**config.mk**
```make
export PLATFORM = sky130hd
export DESIGN_NAME = recursive_lock_monitor
export DESIGN_NICKNAME = d
export VERILOG_FILES = /design/src/rtl/rlm_pkg.sv /design/src/rtl/rlm_ctrl.sv /design/src/rtl/rlm_dp.sv /design/src/rtl/recursive_lock_monitor.sv
export SDC_FILE = /design/constraint.sdc
export NUM_CORES = 1
export LEC_CHECK = 0
export BUFFER_PORTS_ARGS = -buffer_cell sky130_fd_sc_hd__buf_2
export CAP_MARGIN = 20
export CORE_ASPECT_RATIO = 0.75
export CORE_UTILIZATION = 25
export DETAILED_ROUTE_END_ITERATION = 12
export GPL_TIMING_DRIVEN = 0
export PLACE_DENSITY = 0.39
export SYNTH_ARGS = -nofsm -noshare
export SYNTH_HDL_FRONTEND = slang
export SYNTH_SLANG_ARGS = --single-unit
```
**constraint.sdc**
```tcl
create_clock -name clock -period 4 [get_ports clock]
set_input_delay 0.6 -clock clock [delete_from_list [all_inputs] [get_ports clock]]
set_output_delay 0.6 -clock clock [all_outputs]
set_load 0.05 [all_outputs]
```
**src/rtl/rlm_pkg.sv**
```systemverilog
package rlm_pkg;

   localparam int DEF_THREAD_COUNT = 16;
   localparam int DEF_MAX_HOLD     = 255;

   localparam int ID_W     = 4;
   localparam int CMD_W    = 3;
   localparam int STATUS_W = 3;
   localparam int HOLD_W   = 8;
   localparam int FLAG_W   = 1 << ID_W;

   localparam logic [CMD_W-1:0] CMD_LOCK       = 3'd0;
   localparam logic [CMD_W-1:0] CMD_TRY_LOCK   = 3'd1;
   localparam logic [CMD_W-1:0] CMD_UNLOCK     = 3'd2;
   localparam logic [CMD_W-1:0] CMD_WAIT       = 3'd3;
   localparam logic [CMD_W-1:0] CMD_NOTIFY     = 3'd4;
   localparam logic [CMD_W-1:0] CMD_NOTIFY_ALL = 3'd5;

   localparam logic [STATUS_W-1:0] ST_OK         = 3'd0;
   localparam logic [STATUS_W-1:0] ST_BUSY       = 3'd1;
   localparam logic [STATUS_W-1:0] ST_QUEUED     = 3'd2;
   localparam logic [STATUS_W-1:0] ST_NOT_OWNER  = 3'd3;
   localparam logic [STATUS_W-1:0] ST_SATURATED  = 3'd4;
   localparam logic [STATUS_W-1:0] ST_ALREADY_Q  = 3'd5;

   // controller to datapath
   typedef struct packed {
      logic capture;
      logic exec;
      logic move;
      logic grant;
   } ctl_cmd_type;

   // datapath to controller
   typedef struct packed {
      logic notify_any;
      logic notify_all;
      logic can_move;
   } dp_status_type;

endpackage

```
**src/rtl/rlm_ctrl.sv**
```systemverilog
module rlm_ctrl (
   input  logic                   clock,
   input  logic                   reset,
   input  logic                   req_valid,
   output logic                   req_stall,
   output logic                   rsp_valid,
   input  logic                   rsp_stall,
   input  rlm_pkg::dp_status_type dp_status,
   output rlm_pkg::ctl_cmd_type   ctl_cmd
);

   typedef enum logic [5:0] {
      S_IDLE   = 6'b000001,
      S_EXEC   = 6'b000010,
      S_MOVE   = 6'b000100,
      S_SETTLE = 6'b001000,
      S_GRANT  = 6'b010000,
      S_OUT    = 6'b100000
   } state_type;

   state_type state_ff, state_in;

   always_ff @(posedge clock) begin
      if (reset) begin
         state_ff <= S_IDLE;
      end else begin
         state_ff <= state_in;
      end
   end

   always_comb begin
      state_in = state_ff;
      ctl_cmd  = '0;
      case (state_ff)
         S_IDLE: begin
            if (req_valid) begin
               ctl_cmd.capture = 1'b1;
               state_in        = S_EXEC;
            end
         end
         S_EXEC: begin
            ctl_cmd.exec = 1'b1;
            state_in     = dp_status.notify_any ? S_MOVE : S_OUT;
         end
         S_MOVE: begin
            if (dp_status.can_move) begin
               ctl_cmd.move = 1'b1;
               state_in     = S_SETTLE;
            end else begin
               state_in = S_GRANT;
            end
         end
         // let the queue read registers catch up with the new heads
         S_SETTLE: begin
            state_in = dp_status.notify_all ? S_MOVE : S_GRANT;
         end
         S_GRANT: begin
            ctl_cmd.grant = 1'b1;
            state_in      = S_OUT;
         end
         S_OUT: begin
            if (!rsp_stall) begin
               state_in = S_IDLE;
            end
         end
         default: begin
            state_in = S_IDLE;
         end
      endcase
   end

   assign req_stall = (state_ff != S_IDLE);
   assign rsp_valid = (state_ff == S_OUT);

endmodule

```
**src/rtl/rlm_dp.sv**
```systemverilog
module rlm_dp #(
   parameter int THREAD_COUNT = rlm_pkg::DEF_THREAD_COUNT,
   parameter int MAX_HOLD     = rlm_pkg::DEF_MAX_HOLD
) (
   input  logic                            clock,
   input  logic                            reset,
   input  logic [rlm_pkg::CMD_W-1:0]       req_cmd,
   input  logic [rlm_pkg::ID_W-1:0]        req_requester_id,
   input  rlm_pkg::ctl_cmd_type            ctl_cmd,
   output rlm_pkg::dp_status_type          dp_status,
   output logic [rlm_pkg::STATUS_W-1:0]    rsp_status,
   output logic                            rsp_acquired,
   output logic                            rsp_handoff_valid,
   output logic [rlm_pkg::ID_W-1:0]        rsp_handoff_thread,
   output logic                            rsp_owner_valid,
   output logic [rlm_pkg::ID_W-1:0]        rsp_owner_thread,
   output logic [rlm_pkg::HOLD_W-1:0]      rsp_hold_count
);

   localparam int DEPTH = THREAD_COUNT;
   localparam int PW    = $clog2(DEPTH);
   localparam int FW    = $clog2(DEPTH + 1);
   localparam int CW    = (MAX_HOLD > 1) ? $clog2(MAX_HOLD + 1) : 1;
   localparam int IW    = rlm_pkg::ID_W;
   localparam int EW    = IW + CW;

   localparam logic [PW-1:0] PTR_LAST = PW'(DEPTH - 1);
   localparam logic [FW-1:0] FILL_MAX = FW'(DEPTH);
   localparam logic [CW-1:0] HOLD_MAX = CW'(MAX_HOLD);
   localparam logic [CW-1:0] ONE      = CW'(1);

   // request latch
   logic [rlm_pkg::CMD_W-1:0] cmd_ff;
   logic [IW-1:0]             req_id_ff;

   // owner and result
   logic                         owner_present_ff, owner_present_in;
   logic [IW-1:0]                owner_id_ff, owner_id_in;
   logic [CW-1:0]                owner_count_ff, owner_count_in;
   logic [rlm_pkg::STATUS_W-1:0] status_ff, status_in;
   logic                         handoff_ff, handoff_in;
   logic [IW-1:0]                hthread_ff, hthread_in;
   logic                         moved_ff, moved_in;
   logic [rlm_pkg::FLAG_W-1:0]   flags_ff, flags_in;

   // queues
   logic [EW-1:0] ready_mem [DEPTH];
   logic [EW-1:0] wait_mem  [DEPTH];
   logic [EW-1:0] ready_rd_ff, wait_rd_ff;
   logic [PW-1:0] ready_head_ff, ready_head_in, ready_tail_ff, ready_tail_in;
   logic [PW-1:0] wait_head_ff, wait_head_in, wait_tail_ff, wait_tail_in;
   logic [FW-1:0] ready_fill_ff, ready_fill_in, wait_fill_ff, wait_fill_in;
   logic          ready_we, wait_we;
   logic [EW-1:0] ready_wdata, wait_wdata;

   logic is_owner, queued, grant_req;

   function automatic logic [PW-1:0] ptr_next(input logic [PW-1:0] p);
      return (p == PTR_LAST) ? '0 : p + 1'b1;
   endfunction

   assign is_owner = owner_present_ff && (owner_id_ff == req_id_ff);
   assign queued   = flags_ff[req_id_ff];

   always_comb begin
      owner_present_in = owner_present_ff;
      owner_id_in      = owner_id_ff;
      owner_count_in   = owner_count_ff;
      status_in        = status_ff;
      handoff_in       = handoff_ff;
      hthread_in       = hthread_ff;
      moved_in         = moved_ff;
      flags_in         = flags_ff;
      ready_head_in    = ready_head_ff;
      ready_tail_in    = ready_tail_ff;
      ready_fill_in    = ready_fill_ff;
      wait_head_in     = wait_head_ff;
      wait_tail_in     = wait_tail_ff;
      wait_fill_in     = wait_fill_ff;
      ready_we         = 1'b0;
      wait_we          = 1'b0;
      ready_wdata      = {req_id_ff, ONE};
      wait_wdata       = {req_id_ff, owner_count_ff};
      grant_req        = 1'b0;

      if (ctl_cmd.capture) begin
         moved_in = 1'b0;
      end

      if (ctl_cmd.exec) begin
         status_in  = rlm_pkg::ST_OK;
         handoff_in = 1'b0;
         hthread_in = '0;
         case (cmd_ff)
            rlm_pkg::CMD_LOCK, rlm_pkg::CMD_TRY_LOCK: begin
               if (queued) begin
                  status_in = rlm_pkg::ST_ALREADY_Q;
               end else if (!owner_present_ff) begin
                  owner_present_in = 1'b1;
                  owner_id_in      = req_id_ff;
                  owner_count_in   = ONE;
               end else if (is_owner) begin
                  if (owner_count_ff >= HOLD_MAX) begin
                     status_in = rlm_pkg::ST_SATURATED;
                  end else begin
                     owner_count_in = owner_count_ff + 1'b1;
                  end
               end else if (cmd_ff == rlm_pkg::CMD_TRY_LOCK) begin
                  status_in = rlm_pkg::ST_BUSY;
               end else if (ready_fill_ff < FILL_MAX) begin
                  ready_we            = 1'b1;
                  ready_tail_in       = ptr_next(ready_tail_ff);
                  ready_fill_in       = ready_fill_ff + 1'b1;
                  flags_in[req_id_ff] = 1'b1;
                  status_in           = rlm_pkg::ST_QUEUED;
               end else begin
                  status_in = rlm_pkg::ST_BUSY;
               end
            end
            rlm_pkg::CMD_UNLOCK: begin
               if (!is_owner) begin
                  status_in = rlm_pkg::ST_NOT_OWNER;
               end else begin
                  owner_count_in = owner_count_ff - 1'b1;
                  if (owner_count_ff == ONE) begin
                     owner_present_in = 1'b0;
                     owner_id_in      = '0;
                     grant_req        = 1'b1;
                  end
               end
            end
            rlm_pkg::CMD_WAIT: begin
               if (!is_owner) begin
                  status_in = rlm_pkg::ST_NOT_OWNER;
               end else if (wait_fill_ff < FILL_MAX) begin
                  wait_we             = 1'b1;
                  wait_tail_in        = ptr_next(wait_tail_ff);
                  wait_fill_in        = wait_fill_ff + 1'b1;
                  flags_in[req_id_ff] = 1'b1;
                  owner_present_in    = 1'b0;
                  owner_id_in         = '0;
                  owner_count_in      = '0;
                  grant_req           = 1'b1;
                  status_in           = rlm_pkg::ST_QUEUED;
               end else begin
                  status_in = rlm_pkg::ST_BUSY;
               end
            end
            default: begin
            end
         endcase
      end

      // move the wait head to the ready tail
      if (ctl_cmd.move) begin
         wait_head_in  = ptr_next(wait_head_ff);
         wait_fill_in  = wait_fill_ff - 1'b1;
         ready_we      = 1'b1;
         ready_wdata   = wait_rd_ff;
         ready_tail_in = ptr_next(ready_tail_ff);
         ready_fill_in = ready_fill_ff + 1'b1;
         moved_in      = 1'b1;
      end

      if (ctl_cmd.grant && !owner_present_ff &&
          (moved_ff || cmd_ff == rlm_pkg::CMD_NOTIFY_ALL)) begin
         grant_req = 1'b1;
      end

      // hand the lock to the ready head with its saved count
      if (grant_req && ready_fill_ff != '0) begin
         owner_present_in                 = 1'b1;
         owner_id_in                      = ready_rd_ff[EW-1 -: IW];
         owner_count_in                   = ready_rd_ff[CW-1:0];
         flags_in[ready_rd_ff[EW-1 -: IW]] = 1'b0;
         ready_head_in                    = ptr_next(ready_head_ff);
         ready_fill_in                    = ready_fill_ff - 1'b1;
         handoff_in                       = 1'b1;
         hthread_in                       = ready_rd_ff[EW-1 -: IW];
      end
   end

   always_ff @(posedge clock) begin
      if (reset) begin
         owner_present_ff <= 1'b0;
         owner_id_ff      <= '0;
         owner_count_ff   <= '0;
         flags_ff         <= '0;
         ready_head_ff    <= '0;
         ready_tail_ff    <= '0;
         ready_fill_ff    <= '0;
         wait_head_ff     <= '0;
         wait_tail_ff     <= '0;
         wait_fill_ff     <= '0;
         moved_ff         <= 1'b0;
      end else begin
         owner_present_ff <= owner_present_in;
         owner_id_ff      <= owner_id_in;
         owner_count_ff   <= owner_count_in;
         flags_ff         <= flags_in;
         ready_head_ff    <= ready_head_in;
         ready_tail_ff    <= ready_tail_in;
         ready_fill_ff    <= ready_fill_in;
         wait_head_ff     <= wait_head_in;
         wait_tail_ff     <= wait_tail_in;
         wait_fill_ff     <= wait_fill_in;
         moved_ff         <= moved_in;
      end
   end

   always_ff @(posedge clock) begin
      if (ctl_cmd.capture) begin
         cmd_ff    <= req_cmd;
         req_id_ff <= req_requester_id;
      end
      status_ff  <= status_in;
      handoff_ff <= handoff_in;
      hthread_ff <= hthread_in;
   end

   always_ff @(posedge clock) begin
      if (ready_we) begin
         ready_mem[ready_tail_ff] <= ready_wdata;
      end
      ready_rd_ff <= ready_mem[ready_head_ff];
   end

   always_ff @(posedge clock) begin
      if (wait_we) begin
         wait_mem[wait_tail_ff] <= wait_wdata;
      end
      wait_rd_ff <= wait_mem[wait_head_ff];
   end

   assign dp_status.notify_any = (cmd_ff == rlm_pkg::CMD_NOTIFY) ||
                                 (cmd_ff == rlm_pkg::CMD_NOTIFY_ALL);
   assign dp_status.notify_all = (cmd_ff == rlm_pkg::CMD_NOTIFY_ALL);
   assign dp_status.can_move   = (wait_fill_ff != '0) && (ready_fill_ff < FILL_MAX);

   assign rsp_status         = status_ff;
   assign rsp_acquired       = is_owner;
   assign rsp_handoff_valid  = handoff_ff;
   assign rsp_handoff_thread = handoff_ff ? hthread_ff : '0;
   assign rsp_owner_valid    = owner_present_ff;
   assign rsp_owner_thread   = owner_present_ff ? owner_id_ff : '0;
   assign rsp_hold_count     = owner_present_ff ? rlm_pkg::HOLD_W'(owner_count_ff) : '0;

endmodule

```
**src/rtl/recursive_lock_monitor.sv**
```systemverilog
// Recursive lock monitor: one lock with a nesting count, a FIFO ready queue
// and a FIFO condition wait queue, each THREAD_COUNT entries deep. Each item
// carries a command (lock, try_lock, unlock, wait, notify, notify_all) and a
// thread id, and returns exactly one result item with a status code, the
// owner after the command and any handoff from the ready queue. The block
// takes one item at a time: lock, try_lock, unlock and wait pass from the
// execute state straight to the output state; notify and notify_all go
// through the move state and the grant state, with a settle state after
// each move, since every move pops the wait queue memory whose head read
// is registered; notify_all moves waiters until no more can be moved.
// The result is held in the output register while rsp_stall is high; a new
// item is taken once the result has gone. Hold counts wider than 8 bits show
// their low byte on rsp_hold_count.
module recursive_lock_monitor #(
   parameter int THREAD_COUNT = rlm_pkg::DEF_THREAD_COUNT,
   parameter int MAX_HOLD     = rlm_pkg::DEF_MAX_HOLD
) (
   input  logic                         clock,
   input  logic                         reset,
   // request channel
   input  logic                         req_valid,
   output logic                         req_stall,
   input  logic [rlm_pkg::CMD_W-1:0]    req_cmd,
   input  logic [rlm_pkg::ID_W-1:0]     req_requester_id,
   // result channel
   output logic                         rsp_valid,
   input  logic                         rsp_stall,
   output logic [rlm_pkg::STATUS_W-1:0] rsp_status,
   output logic                         rsp_acquired,
   output logic                         rsp_handoff_valid,
   output logic [rlm_pkg::ID_W-1:0]     rsp_handoff_thread,
   output logic                         rsp_owner_valid,
   output logic [rlm_pkg::ID_W-1:0]     rsp_owner_thread,
   output logic [rlm_pkg::HOLD_W-1:0]   rsp_hold_count
);

   rlm_pkg::ctl_cmd_type   ctl_cmd;
   rlm_pkg::dp_status_type dp_status;

   // sequence the item: capture, execute, move waiters, grant, present
   rlm_ctrl u_ctrl (
      .clock     (clock),
      .reset     (reset),
      .req_valid (req_valid),
      .req_stall (req_stall),
      .rsp_valid (rsp_valid),
      .rsp_stall (rsp_stall),
      .dp_status (dp_status),
      .ctl_cmd   (ctl_cmd)
   );

   // owner state, queues and result registers
   rlm_dp #(
      .THREAD_COUNT (THREAD_COUNT),
      .MAX_HOLD     (MAX_HOLD)
   ) u_dp (
      .clock              (clock),
      .reset              (reset),
      .req_cmd            (req_cmd),
      .req_requester_id   (req_requester_id),
      .ctl_cmd            (ctl_cmd),
      .dp_status          (dp_status),
      .rsp_status         (rsp_status),
      .rsp_acquired       (rsp_acquired),
      .rsp_handoff_valid  (rsp_handoff_valid),
      .rsp_handoff_thread (rsp_handoff_thread),
      .rsp_owner_valid    (rsp_owner_valid),
      .rsp_owner_thread   (rsp_owner_thread),
      .rsp_hold_count     (rsp_hold_count)
   );

endmodule

```
### Word-level counts from Yosys, hierarchy flattened

Memory sizes are Yosys's and may differ from the RTL's. A register that Yosys moved wholly into a read port is not among the register bits.
Index checks and enable logic that the tools add are counted.

* register bits: 77
* bits in writable memories: 384
* input port bits: 11
* output and inout port bits: 24
* logic and storage cells: 229
* memories kept: 2

Memory list
* u_dp.ready_mem: depth 16, width 12, rd ports 1, clocked after memory_dff 1, write ports 1, RTL line rlm_dp.sv:47 `logic [EW-1:0] ready_mem [DEPTH];`
* u_dp.wait_mem: depth 16, width 12, rd ports 1, clocked after memory_dff 1, write ports 1, RTL line rlm_dp.sv:48 `logic [EW-1:0] wait_mem [DEPTH];`

* add/subtract/negate cells: 10
* magnitude comparators: 7
* equal/unequal tests: 34
* muxes and demuxes: 120
* bitwise logic cells: 3
* reduce and logical (&&, ||, !) cells: 36

Operators by type and width (number)
* two-way mux 16 bit: 9
* two-way mux 4 bit: 24
* two-way mux 5 bit: 16
* two-way mux 8 bit: 10
* two-way mux 1 bit: 38
* case mux 6 bit (6 select lines): 1
* case mux 16 bit (2 select lines): 1
* case mux 8 bit (3 select lines): 1
* AND reduction 7 bit: 3
* two-way mux 3 bit: 6
* two-way mux 6 bit: 3
* nonzero test 2 bit: 9
* adder 4 x 1 -> 4 bit, second input constant: 4
* bitwise AND 16 bit: 1
* == test 4 bit, second input constant: 4
* NOT 16 bit: 1
* bitwise OR 16 bit: 1
* AND reduction 8 bit: 2
* two-way mux 12 bit: 1
* != test 3 bit, second input constant: 4
* case mux 4 bit (3 select lines): 1
* nonzero test 3 bit: 4
* adder 5 x 1 -> 5 bit, second input constant: 2
* less-than comparator 4 x 5 -> 1 bit, second input constant: 2
* other kinds (38): 62

### Logic depth before layout (Yosys ltp)

* depth after elaboration: 14
* gate-level depth with buffers: 17
* mapped depth without buffers: 14

### By module

A second synthesis with hierarchy kept.

* cells, all modules: 1139
* area total of the unflattened synthesis: 19685.1 sq um

Modules (own cells, without submodules)
* rlm_dp: times used 1, cells an instance 1094, area an instance 19303.5 sq um, seq. area each 13573.0 sq um
* rlm_ctrl: times used 1, cells an instance 45, area an instance 381.6 sq um, seq. area each 120.1 sq um

### Worst setup path after synthesis

OpenSTA, ideal clock, no wires.

* path type: reg2reg
* start: register u_dp.req_id_ff[2]
* end: memory u_dp.ready_mem[0][0] (netlist bit) (enable)
* arrival time: 3.366 ns
* slack: 0.237 ns
* cell stages (with the launch flop): 10
* path buffers: 2
* cell sequence: edfxtp_1 clkbuf_1 mux4_2 or3b_1 o31ai_1 o2111a_1 or2_2 clkbuf_1 nand2_1 nor3_1

* word-level cells in the longest chain between the ends: 10

RTL lines
* start, declared: RTL line rlm_dp.sv:34 `logic [IW-1:0] req_id_ff;`
* start signal, assigned: RTL line rlm_dp.sv:214 `req_id_ff <= req_requester_id;`
* == test 4 bit: RTL line rlm_dp.sv:62 `assign is_owner = owner_present_ff && (owner_id_ff == req_id_ff);`
* logical AND 1 bit: RTL line rlm_dp.sv:62
* two-way mux 1 bit: RTL line rlm_dp.sv:102 `end else if (is_owner) begin`
* two-way mux 1 bit: RTL line rlm_dp.sv:98 `end else if (!owner_present_ff) begin`
* two-way mux 1 bit *: RTL line rlm_dp.sv:96 `if (queued) begin`
* two-way mux 1 bit *: RTL line rlm_dp.sv:94 `case (cmd_ff)`
* two-way mux 1 bit *: RTL line rlm_dp.sv:90 `if (ctl_cmd.exec) begin`
* two-way mux 1 bit *: RTL line rlm_dp.sv:155 `if (ctl_cmd.move) begin`
* two-way mux 1 bit *: RTL line rlm_dp.sv:222 `if (ready_we) begin`
* two-way mux 1 bit (not written as such) *: RTL line rlm_dp.sv:223 `ready_mem[ready_tail_ff] <= ready_wdata;`
* end, declared: RTL line rlm_dp.sv:47

Every way passes the cells marked *; elsewhere a longest branch is shown, timed or not. The select of a mux whose other input is x is not followed.

### Worst setup path in the final report

* start: register u_dp.req_id_ff[2]
* end: memory u_dp.ready_mem[6][7] (netlist bit) (enable)

The elaborated chain is that of the path after synthesis.

==> metrics.txt <==
# TYPE chip_impl_metric gauge
chip_impl_metric{name="final.setup.tns",unit="ns"} 0
chip_impl_info{name="setup_repair_after_global_routing_missed_its_margin",value="false"} 1
chip_impl_info{name="main_combinational_cell_family_by_area_after_synthesis",value="multiplexers"} 1
chip_impl_metric{name="worst_ep_arrival_time",unit="ns"} 4.11
chip_impl_metric{name="final_core_util",unit=""} 0.303
chip_impl_metric{name="worstSkewPairLatency",unit="ns"} 0.60
chip_impl_metric{name="antenna_found_initial",unit=""} 1
chip_impl_info{name="worstSetupPathType",value="reg2reg"} 1
chip_impl_info{name="yosys-top-cells-area",value="sky130_fd_sc_hd__edfxtp_1 60%, sky130_fd_sc_hd__mux4_2 14%, sky130_fd_sc_hd__dfxtp_1 8.8%"} 1
chip_impl_metric{name="seq_area_frac_synth",unit=""} 0.689
chip_impl_metric{name="report.final.slew_viol_count",unit=""} 0
chip_impl_metric{name="layout.nets",unit=""} 1343
chip_impl_metric{name="synth_compound_area_frac",unit=""} 0.0519
chip_impl_metric{name="synth_edf_count",unit=""} 398
chip_impl_info{name="result_of_the_run",value="finished clean"} 1
chip_impl_metric{name="yosysTopAreaCellShare",unit=""} 0.601
chip_impl_metric{name="io_buffer_count",unit=""} 34
chip_impl_metric{name="tightest_slew",unit="ns"} 1.03
chip_impl_metric{name="tritoncts.num_buffers",unit=""} 50
chip_impl_metric{name="detailed_route_vias_per_instance",unit=""} 4.64
chip_impl_metric{name="route.antenna.remaining_nets",unit=""} 0
chip_impl_metric{name="drv.max_cap_violation_count",unit=""} 0
chip_impl_metric{name="grt_first_pass_wirelength",unit="um"} 79600
chip_impl_metric{name="row_count",unit=""} 89
chip_impl_metric{name="achievable-frequency",unit="GHz"} 0.260
chip_impl_metric{name="crit_required",unit="ns"} 4.27
chip_impl_metric{name="final.setup_skew",unit="ns"} 0.0418
chip_impl_metric{name="ys.warnings.count",unit=""} 0
chip_impl_metric{name="synth_nets",unit=""} 1216
chip_impl_metric{name="power.density_cell_area",unit="mW/mm2"} 450
chip_impl_info{name="cp-start-kind",value="flip-flop"} 1
chip_impl_metric{name="worst_slack",unit="ns"} 0.161
chip_impl_metric{name="final_period_minus_worst_setup_slack",unit="ns"} 3.84
chip_impl_metric{name="cts_max_level",unit=""} 2
chip_impl_info{name="timing.hold.worst.class",value="in2reg"} 1
chip_impl_metric{name="ir_drop",unit="V"} 0.000280
chip_impl_info{name="synthDominantAreaCellType",value="sky130_fd_sc_hd__edfxtp_1"} 1
chip_impl_metric{name="post_synth.cell_area_avg",unit="um2"} 16.8
chip_impl_metric{name="synthesis.area",unit="mm2"} 0.0199
chip_impl_metric{name="final_area",unit="mm2"} 0.0238
chip_impl_metric{name="min_delay_path_depth",unit=""} 1
chip_impl_info{name="yosys-top-cells-count",value="398 x sky130_fd_sc_hd__edfxtp_1, 122 x sky130_fd_sc_hd__mux4_2, 87 x sky130_fd_sc_hd__dfxtp_1"} 1
chip_impl_metric{name="route.vias.total",unit=""} 11121
chip_impl_metric{name="dp.final_hpwl",unit="um"} 39000
chip_impl_metric{name="dieArea",unit="mm2"} 0.0806
chip_impl_metric{name="placed_cell_area",unit="mm2"} 0.0218
chip_impl_info{name="end_kind",value="flip-flop"} 1
chip_impl_metric{name="post-route-drc-count",unit=""} 0
chip_impl_metric{name="min_period_over_period",unit=""} 0.960
chip_impl_metric{name="synthMuxAreaShare",unit=""} 0.148
chip_impl_metric{name="post_synth_and_or_nand_nor_area_fraction",unit=""} 0.0701
chip_impl_metric{name="power.static_leakage",unit="nW"} 7.62
chip_impl_info{name="cts_root_buf",value="sky130_fd_sc_hd__clkbuf_16"} 1
chip_impl_metric{name="detail_route.wl_per_cell",unit="um"} 22.6
chip_impl_metric{name="ys_async_sr_fraction",unit=""} 0
chip_impl_info{name="rr_endpoint",value="u_dp.ready_mem[6][7]"} 1
chip_impl_info{name="yosys_most_used_dff",value="sky130_fd_sc_hd__edfxtp_1"} 1
chip_impl_metric{name="antennaDiodeCount",unit=""} 0
chip_impl_metric{name="total_power",unit="mW"} 10.7
chip_impl_metric{name="syn_inst",unit=""} 1184
chip_impl_metric{name="worst-r2r-cell-count",unit=""} 9
chip_impl_metric{name="regToRegSetupSlack",unit="ns"} 0.16
chip_impl_metric{name="start_util",unit=""} 0.253
chip_impl_metric{name="layout-drive-gt1-share",unit=""} 0.249
chip_impl_info{name="crit-reg2reg-launch",value="u_dp.req_id_ff[2]"} 1
chip_impl_info{name="min_delay_worst_endpoint",value="u_dp.req_id_ff[3]"} 1
chip_impl_metric{name="core-area",unit="mm2"} 0.0786
chip_impl_metric{name="first_global_vias",unit=""} 11442
chip_impl_info{name="cts_tree",value="done"} 1
chip_impl_metric{name="gpl.final_weighted_congestion",unit=""} 0.791
chip_impl_metric{name="netlist-cell-type-count",unit=""} 73
chip_impl_metric{name="floorplan.die.height",unit="um"} 246
chip_impl_metric{name="worst_slew_margin_rel",unit=""} 0.311
chip_impl_metric{name="yosys_register_bits",unit=""} 485
chip_impl_metric{name="wirelength",unit="um"} 54300
chip_impl_metric{name="grt_max_degree",unit=""} 25
chip_impl_metric{name="die_width",unit="um"} 328
chip_impl_metric{name="final-setup-viol-count",unit=""} 0
chip_impl_info{name="synth.most_common_cell",value="sky130_fd_sc_hd__edfxtp_1"} 1
chip_impl_metric{name="synth-adder-area-share",unit=""} 0.0136
chip_impl_metric{name="grt_overflow_total",unit=""} 0
chip_impl_metric{name="ctsHoldBuffers",unit=""} 0
chip_impl_metric{name="boundaryPins",unit=""} 35
chip_impl_metric{name="synth_xor_xnor_area_share",unit=""} 0.00837
chip_impl_metric{name="grt_util_all_layers",unit=""} 0.136
chip_impl_metric{name="numClockSinks",unit=""} 485
chip_impl_metric{name="largest_fanout_on_the_critical_path",unit=""} 8
chip_impl_metric{name="dp_slack",unit="ns"} -0.628
chip_impl_metric{name="detail_route.first_pass.iterations",unit=""} 5
chip_impl_info{name="worst_hold_startpoint",value="req_requester_id[3]"} 1
chip_impl_metric{name="detail_route.iter0.violations",unit=""} 955
chip_impl_metric{name="cts.reportedPaths.clkPinSlew",unit="ns"} 0.06
chip_impl_metric{name="hold_violations",unit=""} 0
chip_impl_metric{name="flow.area_growth_from_synthesis",unit="%"} 19.9
chip_impl_metric{name="cts_buffer_depth",unit=""} 3
kinds of logic after synthesis:
family | count (synthesis)
XOR/XNOR | 19
AND/OR/NAND/NOR | 278
buffers and inverters | 95
AO/OA/AOI/OAI | 145
flip-flops | 485
multiplexers | 141
adder cells (fa/ha/maj) | 21
flip-flops by register name (all words and copies together), names as in the netlist:
register and cells:
u_ctrl.state_ff 6, u_dp.cmd_ff 3, u_dp.flags_ff 16, u_dp.hthread_ff 4, u_dp.moved_ff 1, u_dp.owner_count_ff 8, u_dp.owner_id_ff 4, u_dp.ready_fill_ff 5
u_dp.ready_head_ff 4, u_dp.ready_mem 192, u_dp.ready_rd_ff 12, u_dp.ready_tail_ff 4, u_dp.req_id_ff 4, u_dp.rsp_handoff_valid 1, u_dp.rsp_owner_valid 1, u_dp.rsp_status 3
u_dp.wait_fill_ff 5, u_dp.wait_head_ff 4, u_dp.wait_mem 192, u_dp.wait_rd_ff 12, u_dp.wait_tail_ff 4
repair_timing:
action / 4_1_cts / 5_1_grt
resized for setup: 16 / 5
setup endpoints to repair: 402 / 17
buffers inserted: 10 / 0
pin swaps: 4 / 0
where the power goes:
part | internal (mW) | switching (mW)
combinational | 0.0588 | 0.171
sequential | 5.44 | 0.0163
clock | 3.02 | 2.01
area by class of cell:
cell class / instances / area, um2
Sequential cell: 485 / 13700
Buffer: 71 / 295
Clock buffer: 67 / 1390
Timing Repair Buffer: 77 / 722
Inverter: 22 / 82.6
Fill cell: 7800 / 54800
Multi-Input combinational cell: 604 / 5970
Clock inverter: 25 / 382
Tap cell: 1046 / 1310
worst max path at each step:
| stage | endpoint | startpoint | cells after the start | slack (ns) |
|---|---|---|---|---|
| finish | u_dp.ready_mem[6][7] | u_dp.req_id_ff[2] | 9 | 0.16 |
| CTS | u_dp.ready_fill_ff[4] | u_dp.owner_count_ff[1] | 17 | 0.01 |
| global route | u_dp.ready_mem[11][7] | u_dp.req_id_ff[2] | 7 | 0.002 |
| floorplan | u_dp.ready_mem[0][0] | u_dp.req_id_ff[2] | 9 | 0.24 |
| detailed placement | u_dp.ready_mem[9][7] | u_dp.req_id_ff[2] | 9 | -0.63 |
| global placement | u_dp.ready_mem[0][6] | u_dp.req_id_ff[2] | 9 | -1.96 |
placed cells by master (no fill, tap or decap), types with 16 or more instances in the layout:
cell / Yosys / final
sky130_fd_sc_hd__mux4_2: 122 / 122
sky130_fd_sc_hd__clkbuf_1: 48 / 55
sky130_fd_sc_hd__a21oi_1: 33 / 33
sky130_fd_sc_hd__buf_6: 2 / 17
sky130_fd_sc_hd__and2_1: 30 / 30
sky130_fd_sc_hd__buf_2: 7 / 42
sky130_fd_sc_hd__nand2_1: 64 / 64
sky130_fd_sc_hd__dfxtp_1: 87 / 85
sky130_fd_sc_hd__clkbuf_16: 0 / 50
sky130_fd_sc_hd__mux2i_1: 18 / 18
sky130_fd_sc_hd__a211oi_1: 18 / 18
sky130_fd_sc_hd__nor3_1: 34 / 26
sky130_fd_sc_hd__ha_1: 20 / 20
sky130_fd_sc_hd__edfxtp_1: 398 / 398
sky130_fd_sc_hd__buf_8: 0 / 16
sky130_fd_sc_hd__inv_1: 21 / 21
sky130_fd_sc_hd__nor2_1: 78 / 61
stage by stage:
stage	hold slack, ns	cells
finish	0.187	2397
global route	0.155	2397
CTS	0.146	2393
detailed placement	0.435	2292
global placement	0.439	2264
floorplan	0.422	1184
worst max-delay path, stage by stage (launching register included):
cell and delay, ns:
sky130_fd_sc_hd__edfxtp_1 0.65, sky130_fd_sc_hd__mux4_2 0.60, sky130_fd_sc_hd__or3b_1 0.36, sky130_fd_sc_hd__o31ai_1 0.12, sky130_fd_sc_hd__o2111a_1 0.44, sky130_fd_sc_hd__or2_2 0.17
sky130_fd_sc_hd__clkbuf_1 0.24, sky130_fd_sc_hd__nand2_1 0.26, sky130_fd_sc_hd__nor2_2 0.44, sky130_fd_sc_hd__buf_8 0.21
layer usage:
metal	vias to the layer above	GRT usage	share of wire
met5	-	0	0
met4	0	0.0330	0.018
met3	69	0.0210	0.038
met2	224	0.195	0.42
met1	5857	0.210	0.52
li1	4971	-	-
Power figures use the tool's default switching activity.
